File: config.mk
export PLATFORM = sky130hd
export DESIGN_NAME = versioned_gossip_table_with_voting
export DESIGN_NICKNAME = d
export VERILOG_FILES = /design/src/sv/vgt_pkg.sv /design/src/sv/vgt_ram.sv /design/src/sv/vgt_regs.sv /design/src/sv/vgt_seq.sv /design/src/sv/versioned_gossip_table_with_voting.sv
export SDC_FILE = /design/constraint.sdc
export NUM_CORES = 2
export LEC_CHECK = 0
export BUFFER_PORTS_ARGS = -buffer_cell sky130_fd_sc_hd__buf_4
export CORE_MARGIN = 4
export CORE_UTILIZATION = 42
export CTS_CLUSTER_DIAMETER = 150
export DETAILED_ROUTE_END_ITERATION = 8
export PLACE_DENSITY_LB_ADDON = 0.12
export SLEW_MARGIN = 20
export SYNTH_ARGS = -nofsm -noshare
export SYNTH_HDL_FRONTEND = slang
export SYNTH_HIERARCHICAL = 1
export SYNTH_SLANG_ARGS = --single-unit
File: constraint.sdc
create_clock -name clk_i -period 7.7 [get_ports clk_i]
set_clock_uncertainty 0.05 [all_clocks]
set_input_delay 1.155 -clock clk_i [delete_from_list [all_inputs] [get_ports clk_i]]
set_output_delay 1.155 -clock clk_i [all_outputs]
set_load 0.02 [all_outputs]
File: src/sv/vgt_pkg.sv
// Package: shared types, constants and register map of the gossip table.
`timescale 1ns / 1ps
package vgt_pkg;
  localparam int unsigned TableDepth = 128;
  localparam int unsigned IdxW = $clog2(TableDepth);
  localparam int unsigned CntW = $clog2(TableDepth + 1);
  localparam int unsigned RecW = 25;  // {state, version, id}
  localparam logic [7:0] FloodMark = 8'hF1;
  localparam logic [7:0] ThreshReset = 8'd10;
  localparam logic [7:0] DetectReset = 8'd100;

  localparam logic [1:0] OpStart = 2'd0;
  localparam logic [1:0] OpRecv  = 2'd1;
  localparam logic [1:0] OpBuild = 2'd2;
  localparam logic [1:0] OpSent  = 2'd3;

  localparam logic [1:0] RegOwnUid = 2'd0;
  localparam logic [1:0] RegThresh = 2'd1;
  localparam logic [1:0] RegDetect = 2'd2;

  // scan targets of the sequencer
  localparam logic [1:0] TgtSelf     = 2'd0;  // own record after a vote
  localparam logic [1:0] TgtFirst    = 2'd1;
  localparam logic [1:0] TgtSecond   = 2'd2;
  localparam logic [1:0] TgtSelfPost = 2'd3;  // own record after a merge

  typedef struct packed {
    logic [1:0]  op;
    logic [7:0]  opinion_byte;
    logic [7:0]  header_byte;
    logic [7:0]  marker_byte;
    logic [15:0] first_uid;
    logic [7:0]  first_version;
    logic [15:0] second_uid;
    logic [7:0]  second_version;
  } item_t;

  typedef struct packed {
    logic        out_opinion;
    logic [3:0]  out_header;
    logic [15:0] out_first_uid;
    logic [7:0]  out_first_version;
    logic [15:0] out_second_uid;
    logic [7:0]  out_second_version;
    logic        local_complete;
    logic        meta_complete;
    logic [7:0]  known_count;
  } result_t;

  typedef struct packed {
    logic [15:0] own_uid;
    logic [7:0]  agree_limit;
    logic [7:0]  detection_count;
  } cfg_t;
endpackage

File: src/sv/vgt_ram.sv
// Generic single-port RAM with registered read.
`timescale 1ns / 1ps
module vgt_ram #(
  parameter int unsigned Width = 8,
  parameter int unsigned Depth = 16
) (
  input  logic                     clk_i,
  input  logic                     we_i,
  input  logic [$clog2(Depth)-1:0] addr_i,
  input  logic [Width-1:0]         wdata_i,
  output logic [Width-1:0]         rdata_o
);
  logic [Width-1:0] mem_q [Depth];
  always_ff @(posedge clk_i) begin
    if (we_i) begin
      mem_q[addr_i] <= wdata_i;
    end
    rdata_o <= mem_q[addr_i];
  end
endmodule

File: src/sv/vgt_regs.sv
// APB configuration registers.
`timescale 1ns / 1ps
module vgt_regs import vgt_pkg::*; (
  input  logic        clk_i,
  input  logic        rst_ni,
  input  logic        psel,
  input  logic        penable,
  input  logic        pwrite,
  input  logic [3:0]  paddr,
  input  logic [31:0] pwdata,
  output logic [31:0] prdata,
  output logic        pready,
  output cfg_t        cfg_o
);
  cfg_t cfg_q;
  logic [1:0] idx;
  assign idx = paddr[3:2];
  assign pready = 1'b1;
  assign cfg_o = cfg_q;

  always_ff @(posedge clk_i or negedge rst_ni) begin
    if (!rst_ni) begin
      cfg_q <= '{own_uid: 16'd0, agree_limit: ThreshReset, detection_count: DetectReset};
    end else if (psel && penable && pwrite) begin
      case (idx)
        RegOwnUid: cfg_q.own_uid <= pwdata[15:0];
        RegThresh: cfg_q.agree_limit <= pwdata[7:0];
        RegDetect: cfg_q.detection_count <= pwdata[7:0];
        default: ;
      endcase
    end
  end

  always_comb begin
    prdata = '0;
    if (paddr[1:0] == 2'b00) begin
      case (idx)
        RegOwnUid: prdata = {16'd0, cfg_q.own_uid};
        RegThresh: prdata = {24'd0, cfg_q.agree_limit};
        RegDetect: prdata = {24'd0, cfg_q.detection_count};
        default:   prdata = '0;
      endcase
    end
  end
endmodule

File: src/sv/vgt_seq.sv
// Sequencer: table scans, merges, voting and payload build over one RAM port.
`timescale 1ns / 1ps
module vgt_seq import vgt_pkg::*; (
  input  logic    clk_i,
  input  logic    rst_ni,
  input  cfg_t    cfg_i,
  input  logic    in_valid_i,
  output logic    in_ready_o,
  input  item_t   item_i,
  output logic    res_valid_o,
  input  logic    res_ready_i,
  output result_t res_o
);
  typedef enum logic [3:0] {
    S_IDLE, S_VOTE, S_SCAN, S_SCAN_WAIT, S_SCAN_CHK, S_UPD, S_NEXT,
    S_GCHK, S_GWAIT, S_GTEST, S_B1, S_B1W, S_B2W, S_OUT
  } state_e;

  state_e      state_q;
  item_t       it_q;
  logic [CntW-1:0] total_q, idx_q;
  logic [7:0]  self_ver_q, agree_q;
  logic        opin_q, dl_q, dg_q;
  logic [IdxW-1:0] cur_q;
  logic [1:0]  sent_q, tgt_q;
  logic        merge_q;
  result_t     res_q;
  logic        rv_q;

  logic            we;
  logic [IdxW-1:0] addr;
  logic [RecW-1:0] wdata, rdata;

  vgt_ram #(.Width(RecW), .Depth(TableDepth)) u_ram (
    .clk_i, .we_i(we), .addr_i(addr), .wdata_i(wdata), .rdata_o(rdata)
  );

  logic [15:0] key;
  logic        kst;
  logic [7:0]  kver, diff;
  logic        full;
  logic        vote_ok, vote_match, vote_hit;
  always_comb begin
    case (tgt_q)
      TgtFirst: begin key = it_q.first_uid; kst = it_q.header_byte[2];
        kver = it_q.first_version; end
      TgtSecond: begin key = it_q.second_uid; kst = it_q.header_byte[3];
        kver = it_q.second_version; end
      default: begin key = cfg_i.own_uid; kst = dl_q; kver = self_ver_q; end
    endcase
  end
  assign diff = kver - rdata[23:16];
  assign full = (total_q >= CntW'(TableDepth));

  assign vote_ok = (it_q.opinion_byte <= 8'd1);
  assign vote_match = (it_q.opinion_byte[0] == opin_q);
  assign vote_hit = (agree_q >= cfg_i.agree_limit) || (agree_q + 8'd1 >= cfg_i.agree_limit);

  always_comb begin
    we = 1'b0;
    addr = idx_q[IdxW-1:0];
    wdata = {kst, kver, key};
    case (state_q)
      S_SCAN: addr = idx_q[IdxW-1:0];
      S_UPD: begin
        we = 1'b1;
        addr = idx_q[IdxW-1:0];
        if (tgt_q == TgtSelf || tgt_q == TgtSelfPost) begin
          wdata = {dl_q, self_ver_q, cfg_i.own_uid};
        end
      end
      S_B1: addr = cur_q;
      S_B1W: addr = cur_q + IdxW'(1);
      default: ;
    endcase
  end

  assign in_ready_o = (state_q == S_IDLE) && !rv_q;
  assign res_valid_o = rv_q;
  assign res_o = res_q;

  always_ff @(posedge clk_i or negedge rst_ni) begin
    if (!rst_ni) begin
      state_q <= S_IDLE; total_q <= '0; self_ver_q <= '0; agree_q <= '0;
      opin_q <= 1'b0; dl_q <= 1'b0; dg_q <= 1'b0; cur_q <= '0; sent_q <= '0;
      rv_q <= 1'b0; tgt_q <= TgtSelf; idx_q <= '0; merge_q <= 1'b0;
      it_q <= '0; res_q <= '0;
    end else begin
      if (rv_q && res_ready_i) rv_q <= 1'b0;
      case (state_q)
        S_IDLE: if (in_valid_i && in_ready_o) begin
          it_q <= item_i;
          res_q.out_header <= '0;
          res_q.out_first_uid <= '0; res_q.out_first_version <= '0;
          res_q.out_second_uid <= '0; res_q.out_second_version <= '0;
          case (item_i.op)
            OpStart: begin
              total_q <= '0; self_ver_q <= '0; cur_q <= '0; sent_q <= '0;
              agree_q <= '0; dl_q <= 1'b0; dg_q <= 1'b0;
              opin_q <= item_i.opinion_byte[0];
              tgt_q <= TgtSelf; idx_q <= '0;
              state_q <= S_UPD;  // append own record at index 0
            end
            OpRecv: state_q <= S_VOTE;
            OpBuild: begin
              if (total_q == '0) begin
                sent_q <= '0; state_q <= S_OUT;
              end else begin
                if (CntW'(cur_q) >= total_q) cur_q <= '0;
                state_q <= S_B1;
              end
            end
            default: begin
              if (sent_q != '0) begin
                if (CntW'(cur_q) + CntW'(sent_q) >= total_q) cur_q <= '0;
                else cur_q <= cur_q + IdxW'(sent_q);
              end
              state_q <= S_OUT;
            end
          endcase
        end
        S_VOTE: begin
          merge_q <= (it_q.marker_byte == FloodMark) && (it_q.header_byte[1:0] != 2'd3);
          tgt_q <= TgtSelf;
          idx_q <= '0;
          // own record needs a refresh when the opinion flips or done gets set
          state_q <= (vote_ok && (!vote_match || (vote_hit && !dl_q))) ? S_SCAN : S_NEXT;
          if (vote_ok) begin
            if (vote_match) begin
              if (vote_hit) begin
                agree_q <= cfg_i.agree_limit;
                if (!dl_q) dl_q <= 1'b1;
              end else begin
                agree_q <= agree_q + 8'd1;
              end
            end else begin
              opin_q <= it_q.opinion_byte[0]; agree_q <= '0; dl_q <= 1'b0;
            end
          end
        end
        S_SCAN: begin
          if (idx_q >= total_q) begin
            // not found: append when there is room
            if (tgt_q == TgtSelf || tgt_q == TgtSelfPost || key != cfg_i.own_uid) begin
              if (!full) state_q <= S_UPD;
              else state_q <= S_NEXT;
            end else state_q <= S_NEXT;
          end else if ((tgt_q == TgtFirst || tgt_q == TgtSecond) && key == cfg_i.own_uid) begin
            state_q <= S_NEXT;
          end else state_q <= S_SCAN_WAIT;
        end
        S_SCAN_WAIT: state_q <= S_SCAN_CHK;
        S_SCAN_CHK: begin
          if (rdata[15:0] == key) begin
            if (tgt_q == TgtFirst || tgt_q == TgtSecond) begin
              state_q <= (diff != 8'd0 && !diff[7]) ? S_UPD : S_NEXT;
            end else if (rdata[24] != dl_q) begin
              self_ver_q <= self_ver_q + 8'd1;
              state_q <= S_UPD;
            end else state_q <= S_NEXT;
          end else begin
            idx_q <= idx_q + CntW'(1);
            state_q <= S_SCAN;
          end
        end
        S_UPD: begin
          if (idx_q >= total_q) total_q <= total_q + CntW'(1);
          state_q <= (it_q.op == OpStart) ? S_OUT : S_NEXT;
        end
        S_NEXT: begin
          // advance to the next scan job of a receive
          idx_q <= '0;
          if (!merge_q || tgt_q == TgtSelfPost) begin
            state_q <= (merge_q && tgt_q == TgtSelfPost) ? S_GCHK : S_OUT;
          end else if (tgt_q == TgtSelf && it_q.header_byte[1:0] >= 2'd1) begin
            tgt_q <= TgtFirst; state_q <= S_SCAN;
          end else if (tgt_q == TgtFirst && it_q.header_byte[1:0] == 2'd2) begin
            tgt_q <= TgtSecond; state_q <= S_SCAN;
          end else begin
            tgt_q <= TgtSelfPost; state_q <= S_SCAN;
          end
        end
        S_GCHK: begin
          if (dg_q || !dl_q || total_q < CntW'(cfg_i.detection_count)) state_q <= S_OUT;
          else if (idx_q >= CntW'(cfg_i.detection_count)) begin
            dg_q <= 1'b1; state_q <= S_OUT;
          end else state_q <= S_GWAIT;
        end
        S_GWAIT: state_q <= S_GTEST;
        S_GTEST: begin
          if (!rdata[24]) state_q <= S_OUT;
          else begin
            idx_q <= idx_q + CntW'(1); state_q <= S_GCHK;
          end
        end
        S_B1: state_q <= S_B1W;
        S_B1W: begin
          res_q.out_first_uid <= rdata[15:0];
          res_q.out_first_version <= rdata[23:16];
          res_q.out_header <= {1'b0, rdata[24], 2'd1};
          sent_q <= 2'd1;
          if (CntW'(cur_q) + CntW'(1) < total_q) state_q <= S_B2W;
          else state_q <= S_OUT;
        end
        S_B2W: begin
          res_q.out_second_uid <= rdata[15:0];
          res_q.out_second_version <= rdata[23:16];
          res_q.out_header[3] <= rdata[24];
          res_q.out_header[1:0] <= 2'd2;
          sent_q <= 2'd2;
          state_q <= S_OUT;
        end
        S_OUT: begin
          res_q.out_opinion <= opin_q;
          res_q.local_complete <= dl_q;
          res_q.meta_complete <= dg_q;
          res_q.known_count <= 8'(total_q);
          rv_q <= 1'b1;
          state_q <= S_IDLE;
        end
        default: state_q <= S_IDLE;
      endcase
    end
  end
endmodule

File: src/sv/versioned_gossip_table_with_voting.sv
// Versioned gossip table with voting: top level.
// Start appends the own record, build reads up to two records and transmit done
// moves the read cursor; a receive runs up to 4 table scans (vote refresh, two
// records, own record) plus a state check over detection_count entries.
// One item at a time; a result waits in an output register.
// rst_ni clears control state; the table contents stay undefined until written.
`timescale 1ns / 1ps
module versioned_gossip_table_with_voting import vgt_pkg::*; (
  input  logic        clk_i,
  input  logic        rst_ni,
  input  logic        psel,
  input  logic        penable,
  input  logic        pwrite,
  input  logic [3:0]  paddr,
  input  logic [31:0] pwdata,
  output logic [31:0] prdata,
  output logic        pready,
  input  logic        s_axis_tvalid,
  output logic        s_axis_tready,
  // op, opinion_byte, header_byte, marker_byte, first_uid, first_version,
  // second_uid, second_version, zero pad
  input  logic [79:0] s_axis_tdata,
  output logic        m_axis_tvalid,
  input  logic        m_axis_tready,
  // out_opinion, out_header, out_first_uid, out_first_version, out_second_uid,
  // out_second_version, local_complete, meta_complete, known_count, zero pad
  output logic [63:0] m_axis_tdata
);
  cfg_t    cfg;
  item_t   item;
  result_t res;

  vgt_regs u_regs (
    .clk_i, .rst_ni, .psel, .penable, .pwrite, .paddr, .pwdata, .prdata,
    .pready, .cfg_o(cfg)
  );

  assign item.op             = s_axis_tdata[1:0];
  assign item.opinion_byte   = s_axis_tdata[9:2];
  assign item.header_byte    = s_axis_tdata[17:10];
  assign item.marker_byte    = s_axis_tdata[25:18];
  assign item.first_uid      = s_axis_tdata[41:26];
  assign item.first_version  = s_axis_tdata[49:42];
  assign item.second_uid     = s_axis_tdata[65:50];
  assign item.second_version = s_axis_tdata[73:66];

  vgt_seq u_seq (
    .clk_i, .rst_ni, .cfg_i(cfg), .in_valid_i(s_axis_tvalid),
    .in_ready_o(s_axis_tready), .item_i(item), .res_valid_o(m_axis_tvalid),
    .res_ready_i(m_axis_tready), .res_o(res)
  );

  assign m_axis_tdata = {1'b0, res.known_count, res.meta_complete, res.local_complete,
                         res.out_second_version, res.out_second_uid,
                         res.out_first_version, res.out_first_uid,
                         res.out_header, res.out_opinion};
endmodule
; After elaboration in Yosys (flattened, before gate mapping)
; Memory sizes are Yosys's and may differ from the RTL's. A register that Yosys moved wholly into a read port is not among the register bits.
; Cells that the tools add are included.
[totals]
inputBits = 123
word_cells = 249
n_memories = 1
ram_bits = 3200
register_bits = 217
output_inout_bits = 99
[classes]
n_reduce_logical = 64
n_addsub = 9
eq_ne = 46
bitwise = 1
muxes = 83
magnitude_cmp = 11
[mem_list]
columns = memory, depth, width, read_ports, rd_clocked_by_memory_dff, write_ports, line
row1 = u_seq.u_ram.mem_q, 128, 25, 1, 1, 1, vgt_ram.sv:13  ; logic [Width-1:0] mem_q [Depth];
[op_table]
columns = operator, count
row1 = case mux 24 bit (2 select lines), 2
row2 = 2-to-1 mux 8 bit, 11
row3 = case mux 8 bit (2 select lines), 4
row4 = 2-to-1 mux 52 bit, 1
row5 = case mux 4 bit (13 select lines), 1
row6 = 2-to-1 mux 25 bit, 2
row7 = case mux 16 bit (3 select lines), 1
row8 = greater-or-equal comparator 8 bit, 5
row9 = 2-to-1 mux 4 bit, 9
row10 = adder 8 x 1 -> 8 bit (second input constant), 4
row11 = == test 16 bit, 2
row12 = 2-to-1 mux 32 bit, 1
row13 = case mux 16 bit (2 select lines), 1
row14 = case mux 8 bit (4 select lines), 1
row15 = 2-to-1 mux 7 bit, 4
row16 = == test 4 bit (second input constant), 6
row17 = case mux 7 bit (3 select lines), 1
row18 = 2-to-1 mux 2 bit, 10
row19 = != test 2 bit (second input constant), 10
row20 = AND reduction 5 bit, 4
row21 = 2-to-1 mux 1 bit, 18
row22 = case mux 2 bit (3 select lines), 3
row23 = == test 4 x 3 -> 1 bit (second input constant), 4
row24 = less-than comparator 8 bit, 2
row25 = 40 further kinds, 107

; Logic depth before layout (Yosys ltp)
[logic_depth]
depth_word = 9
mapped_depth = 19
depth_no_buf = 15

; Modules after synthesis
; The synthesis kept the hierarchy.
[modules_own_cells]
columns = mod, cells_each, seq_area_each_um2, area_each_um2, instances
row1 = vgt_ram, 7180, 96592.6, 123065.5, 1
row2 = vgt_seq, 1211, 4629.4, 11434.7, 1
row3 = vgt_regs, 135, 807.0, 1705.4, 1
row4 = versioned_gossip_table_with_voting, 2, 0.0, 11.3, 1

; Worst setup path before layout
; OpenSTA, ideal clock, no wires.
[synth_path]
path_kind = register to register
from = register u_seq.tgt_q[0]
to = memory u_seq/u_ram/mem_q[0][10] in the netlist's numbering, data pin
setup_slack_ps = 1815
setup_ps = 892
synth_period_minus_slack_ps = 5885
t_required_ps = 6758
arrival_time_ps = 4943
stages_incl_launch_ff = 8
path_cell_list = dfrtp_1 -> inv_1 -> ha_1 -> buf_2 -> clkbuf_1 -> clkbuf_1 -> nor2_1 -> a21oi_1
[synth_between]
elab_chain_cells = 4
[synth_lines]
columns = element, line
row1 = "start, declared", vgt_seq.sv:25  ; logic [1:0] sent_q, tgt_q;
row2 = "start signal, assigned", vgt_seq.sv:124  ; tgt_q <= TgtSelf;
row3 = "== test 2 bit, or another cell as far along", vgt_seq.sv:44  ; case (tgt_q)
row4 = case mux 16 bit (2 select lines) / logical OR 1 bit (equally long branches), "vgt_seq.sv:44, vgt_seq.sv:68"
row5 = 2-to-1 mux 25 bit, vgt_seq.sv:68  ; if (tgt_q == TgtSelf || tgt_q == TgtSelfPost) begin
row6 = 2-to-1 mux 25 bit (*), vgt_seq.sv:63  ; case (state_q)
row7 = net u_seq.wdata[10], vgt_seq.sv:32  ; logic [RecW-1:0] wdata, rdata;
row8 = "end, declared", vgt_ram.sv:13
; Mark *: on every way through the listed nets, which the timed path passes. The rest lies on a longest branch.

; Worst setup path after layout
[layout_path]
from = register u_seq.state_q[3]
to = register u_seq.u_ram.rdata_o[0] (read register of u_seq.u_ram.mem_q)
[layout_between]
elab_chain_cells = 2
[layout_lines]
columns = element, line
row1 = "start, declared", vgt_seq.sv:19  ; state_e state_q;
row2 = "start signal, assigned", vgt_seq.sv:127  ; state_q <= (vote_ok && (!vote_match || (vote_hit && !dl_q))) ? S_SCAN : S_NEXT;
row3 = "start signal, assigned", vgt_seq.sv:156  ; state_q <= (diff != 8'd0 && !diff[7]) ? S_UPD : S_NEXT;
row4 = "start signal, assigned", vgt_seq.sv:168  ; state_q <= (it_q.op == OpStart) ? S_OUT : S_NEXT;
row5 = == test 4 bit, vgt_seq.sv:63
row6 = case mux 7 bit (2 select lines) (*), vgt_seq.sv:63
row7 = net u_seq.addr[0], vgt_seq.sv:31  ; logic [IdxW-1:0] addr;
row8 = "end, declared", vgt_ram.sv:11  ; output logic [Width-1:0] rdata_o
; Marked as above.
; A chain may end at the register's enable or synchronous reset.

==> impl_metrics.csv <==
group,metric,value,unit
place,port-buffer-count,177,
job,cap_violations,0,
logic_synthesis,synth_flop_cell,"edfxtp_1",
logic_synthesis,avgSynthCellArea,16.0,sq um
global_route,grt_pass1_vias,81000,
logic_synthesis,synth_warnings,6,
detailed_routing,via_per_inst,6.25,
critical_path,ff2ff_path_depth,15,
clock_tree,postCtsSetupBuffers,0,
critical_path,critPathMaxFanout,60,
pwr,leakage,50.1,nW
sta,slew_headroom,16.6,%
run_status,status,"finished, final reports clean",
critical_path,worstSetupStartpoint,"u_seq/state_q[3]",
critical_path,arrival,7.39,ns
critical_path,crit_slowest_cell,"o21ai_0",
critical_path,regToRegEndpoint,"u_seq/u_ram/rdata_o[0]",
critical_path,worstSetupPathType,"register to register",
logic_synthesis,yosys.area.top_type,"edfxtp_1",
critical_path,rrSetupSlack,1.04,ns
sta,setup-tns-final,0,ns
final_layout,mostFrequentLayoutCells,"edfxtp_1 (3200), buf_4 (568), a221oi_1 (549), a21oi_1 (474), nand2_1 (436)",
pwr,power.total,0.0547,W
logic_synthesis,synth_area_leaders,"edfxtp_1 (71%), dfrtp_1 (3.9%), a221oi_1 (3.5%), a22oi_1 (2.3%), mux2_2 (2.1%)",
clock_tree,cts_resized,0,
final_layout,synthToLayoutAreaGrowth,15.5,%
logic_synthesis,syn_inst,8528,
clock_tree,worstSkewPairLatency,0.96,ns
place,gp_congestion,0.863,
die,die_x,577,microns
final_layout,drive_gt1_share,18.8,%
critical_path,r2r_start,"u_seq/state_q[3]",
final_layout,multi_input_area,31800,sq um
pwr,p_per_area,348,nW/um^2
final_layout,final_nets,9112,
critical_path,cp.required,8.43,ns
detailed_routing,ant_nets,0,
critical_path,max_stage_delay,0.97,ns
place,dp_cells,12800,
logic_synthesis,synth_area,136000,sq um
critical_path,critPathCaptureType,"register",
pwr,netSwitchingPower,0.0182,W
pwr,p_int,0.0365,W
clock_tree,cts_made_buffers,373,
clock_tree,cts_root_buf,"clkbuf_16",
sta,whs,0.255,ns
sta,rsz0062_at_grt,"no",
detailed_routing,first_iter_violations,10900,
detailed_routing,dr.pass1.iters,6,
critical_path,startpoint_type,"register",
die,row_count,208,
pwr,switching_share,33.3,%
sta,tightest_slew,1.24,ns
clock_tree,cts_sinks,3442,
pwr,p_seq_share,41.3,%
sta,setup_violations,0,
detailed_routing,wl_per_cell,34.6,microns
sta,hold_violations,0,
clock_tree,cts_buffer_depth,4,
pwr,pwr-share-clk,32.5,%
clock_tree,cts_hold_buf,0,
global_route,grt_max_degree,129,
logic_synthesis,synth-edff-count,3200,
sta,maxSlewViolCount,0,
final_layout,final.fill_count,27100,
die,fp.dieH,577,microns
logic_synthesis,synth-seq-cells,3442,
critical_path,path_cells,"nor2b_1 -> nand2_1 -> a21oi_4 -> buf_12 -> buf_12 -> nor2_4 -> buf_12 -> buf_12 -> buf_4 -> a221oi_1 -> nor2_1 -> o21ai_0 -> o21ai_0 -> nor2_1 -> nand4_1",
detailed_routing,drc,0,
final_layout,layout_commonest_cell,"edfxtp_1",
critical_path,cpMostUsedCell,"buf_12",
logic_synthesis,synth_seq_area_share,74.9,%
clock_tree,cts_htree_levels,5,
global_route,antenna_found_initial,28,
critical_path,endpoint,"u_seq/u_ram/rdata_o[0]",
die,die_area,334000,sq um
die,initial_utilization,42.3,%
final_layout,seq_area,102000,sq um
detailed_routing,wl,468,mm
worst_hold_path,min_path_type,"primary input to asynchronous set/reset pin",
die,core-area,322000,sq um
sta,period_needed,6.66,ns
sta,period_share,86.4,%
global_route,grt_pass1_wl,649,mm
logic_synthesis,yosysUniqueCellTypes,102,
die,io-pin-count,222,
global_route,track_usage,27.4,%
logic_synthesis,async_flop_share,6.30,%
pwr,combPwrFrac,26.2,%
final_layout,layout.cells.non_filler,13500,
pwr,ir_worst_vdd,0.259,mV
clock_tree,clk_pin_slew,0.07,ns
sta,max_freq,0.150,GHz
detailed_routing,vias,84500,
logic_synthesis,yosysTopAreaCellShare,70.5,%
global_route,grt_overflow,0,
clock_tree,cts_tree,"done",
place,dp_hpwl,286,mm
## Yosys cell counts (all sizes together), types with 21 or more instances
master,count
a221o,72
edfxtp,3200
dfrtp,212
mux2i,233
nand2,441
nand4,29
a221oi,553
xnor2,43
dfxtp,25
nor4,21
inv,50
a21oi,500
nor3,61
a22oi,435
o21ai,377
o221ai,46
a211oi,49
buf,372
o22a,55
nand2b,25
nand3,55
clkbuf,281
mux4,29
mux2,269
ha,81
xor2,37
o211ai,41
nor2,441
o22ai,132
o31ai,24
a31oi,40
a222oi,27
nor2b,44
## critical path: cells and delay by family, from the launching register on
family                 cells  cell delay (ns)
AOI/OAI and AO/OA          4             2.18
buffers and inverters      5             1.16
DFF                        1             0.64
and+or+nand+nor            6             2.13
## power groups by stage
stage | sequential [W] | clock, W | combinational (W)
floorplan | 0.0229 | 0 | 0.00773
global placement | 0.0230 | 0 | 0.0140
detailed placement | 0.0230 | 0 | 0.0141
CTS | 0.0226 | 0.0181 | 0.0141
global route | 0.0226 | 0.0189 | 0.0150
finish | 0.0226 | 0.0178 | 0.0143
## cell type report
cell class | count | share of cell area [%]
well taps | 4305 | 3.42
multi-input cells | 4398 | 20.2
repair buffers | 641 | 3.65
clock buffers | 475 | 6.33
inverters | 50 | 0.134
diodes | 7 | 0.0111
clock inverters | 215 | 1.42
flip-flops and latches | 3442 | 64.8
## metal layers
metal | track usage [%] | up-vias | wire length [microns]
li1 | - | 35300 | -
met1 | 38.8 | 44100 | 192000
met2 | 42.0 | 4368 | 211000
met3 | 4.99 | 754 | 43400
met4 | 10.9 | 2 | 21900
met5 | 0 | - | 7
## per-stage QoR
step | utilization, % | cell area (sq um) | setup WS (ns)
6_report | 48.9 | 157000 | 1.04
4_1_cts | 48.8 | 157000 | 1.15
3_3_place_gp | 45.0 | 145000 | 0.857
2_1_floorplan | - | 136000 | 1.82
5_1_grt | 48.9 | 157000 | 1.01
3_5_place_dp | 45.0 | 145000 | 1.17
## worst min path at each step
| stage | end | slack [ns] | depth (start not counted) |
|---|---|---|---|
| final | u_seq/cur_q[5] | 0.25 | 1 |
| after global routing | u_seq/cur_q[5] | 0.30 | 1 |
| after CTS | u_seq/cur_q[4] | 0.24 | 1 |
| after detailed placement | u_seq/res_o[58] | 0.42 | 2 |
| after global placement | u_seq/res_o[5] | 0.42 | 2 |
| after floorplan | u_seq/self_ver_q[7] | 0.40 | 1 |
## kinds of logic after synthesis
logic type      Yosys count  synth area share [%]
flops                  3442                  74.9
compound gates         2494                  13.0
simple gates           1192                  3.86
buf+inv                 703                  2.48
mux                     531                  4.44
fa+ha+maj                83                 0.773
xor+xnor                 80                 0.514
other cells               3               0.00827
## state kept, by name, summed over array words and instances, names as in the netlist
register	count
u_seq/res_valid_o	1
u_seq/self_ver_q	8
u_seq/u_ram/mem_q	3200
u_seq/it_q	70
u_seq/tgt_q	2
u_seq/total_q	8
u_seq/u_ram/rdata_o	25
u_seq/opin_q	1
u_seq/merge_q	1
u_seq/state_q	4
u_seq/cur_q	7
u_seq/idx_q	8
u_seq/sent_q	2
u_seq/dl_q	1
u_seq/agree_q	8
u_seq/dg_q	1
u_regs/cfg_o	32
u_seq/res_o	63
(Power assumes the default switching activity.)
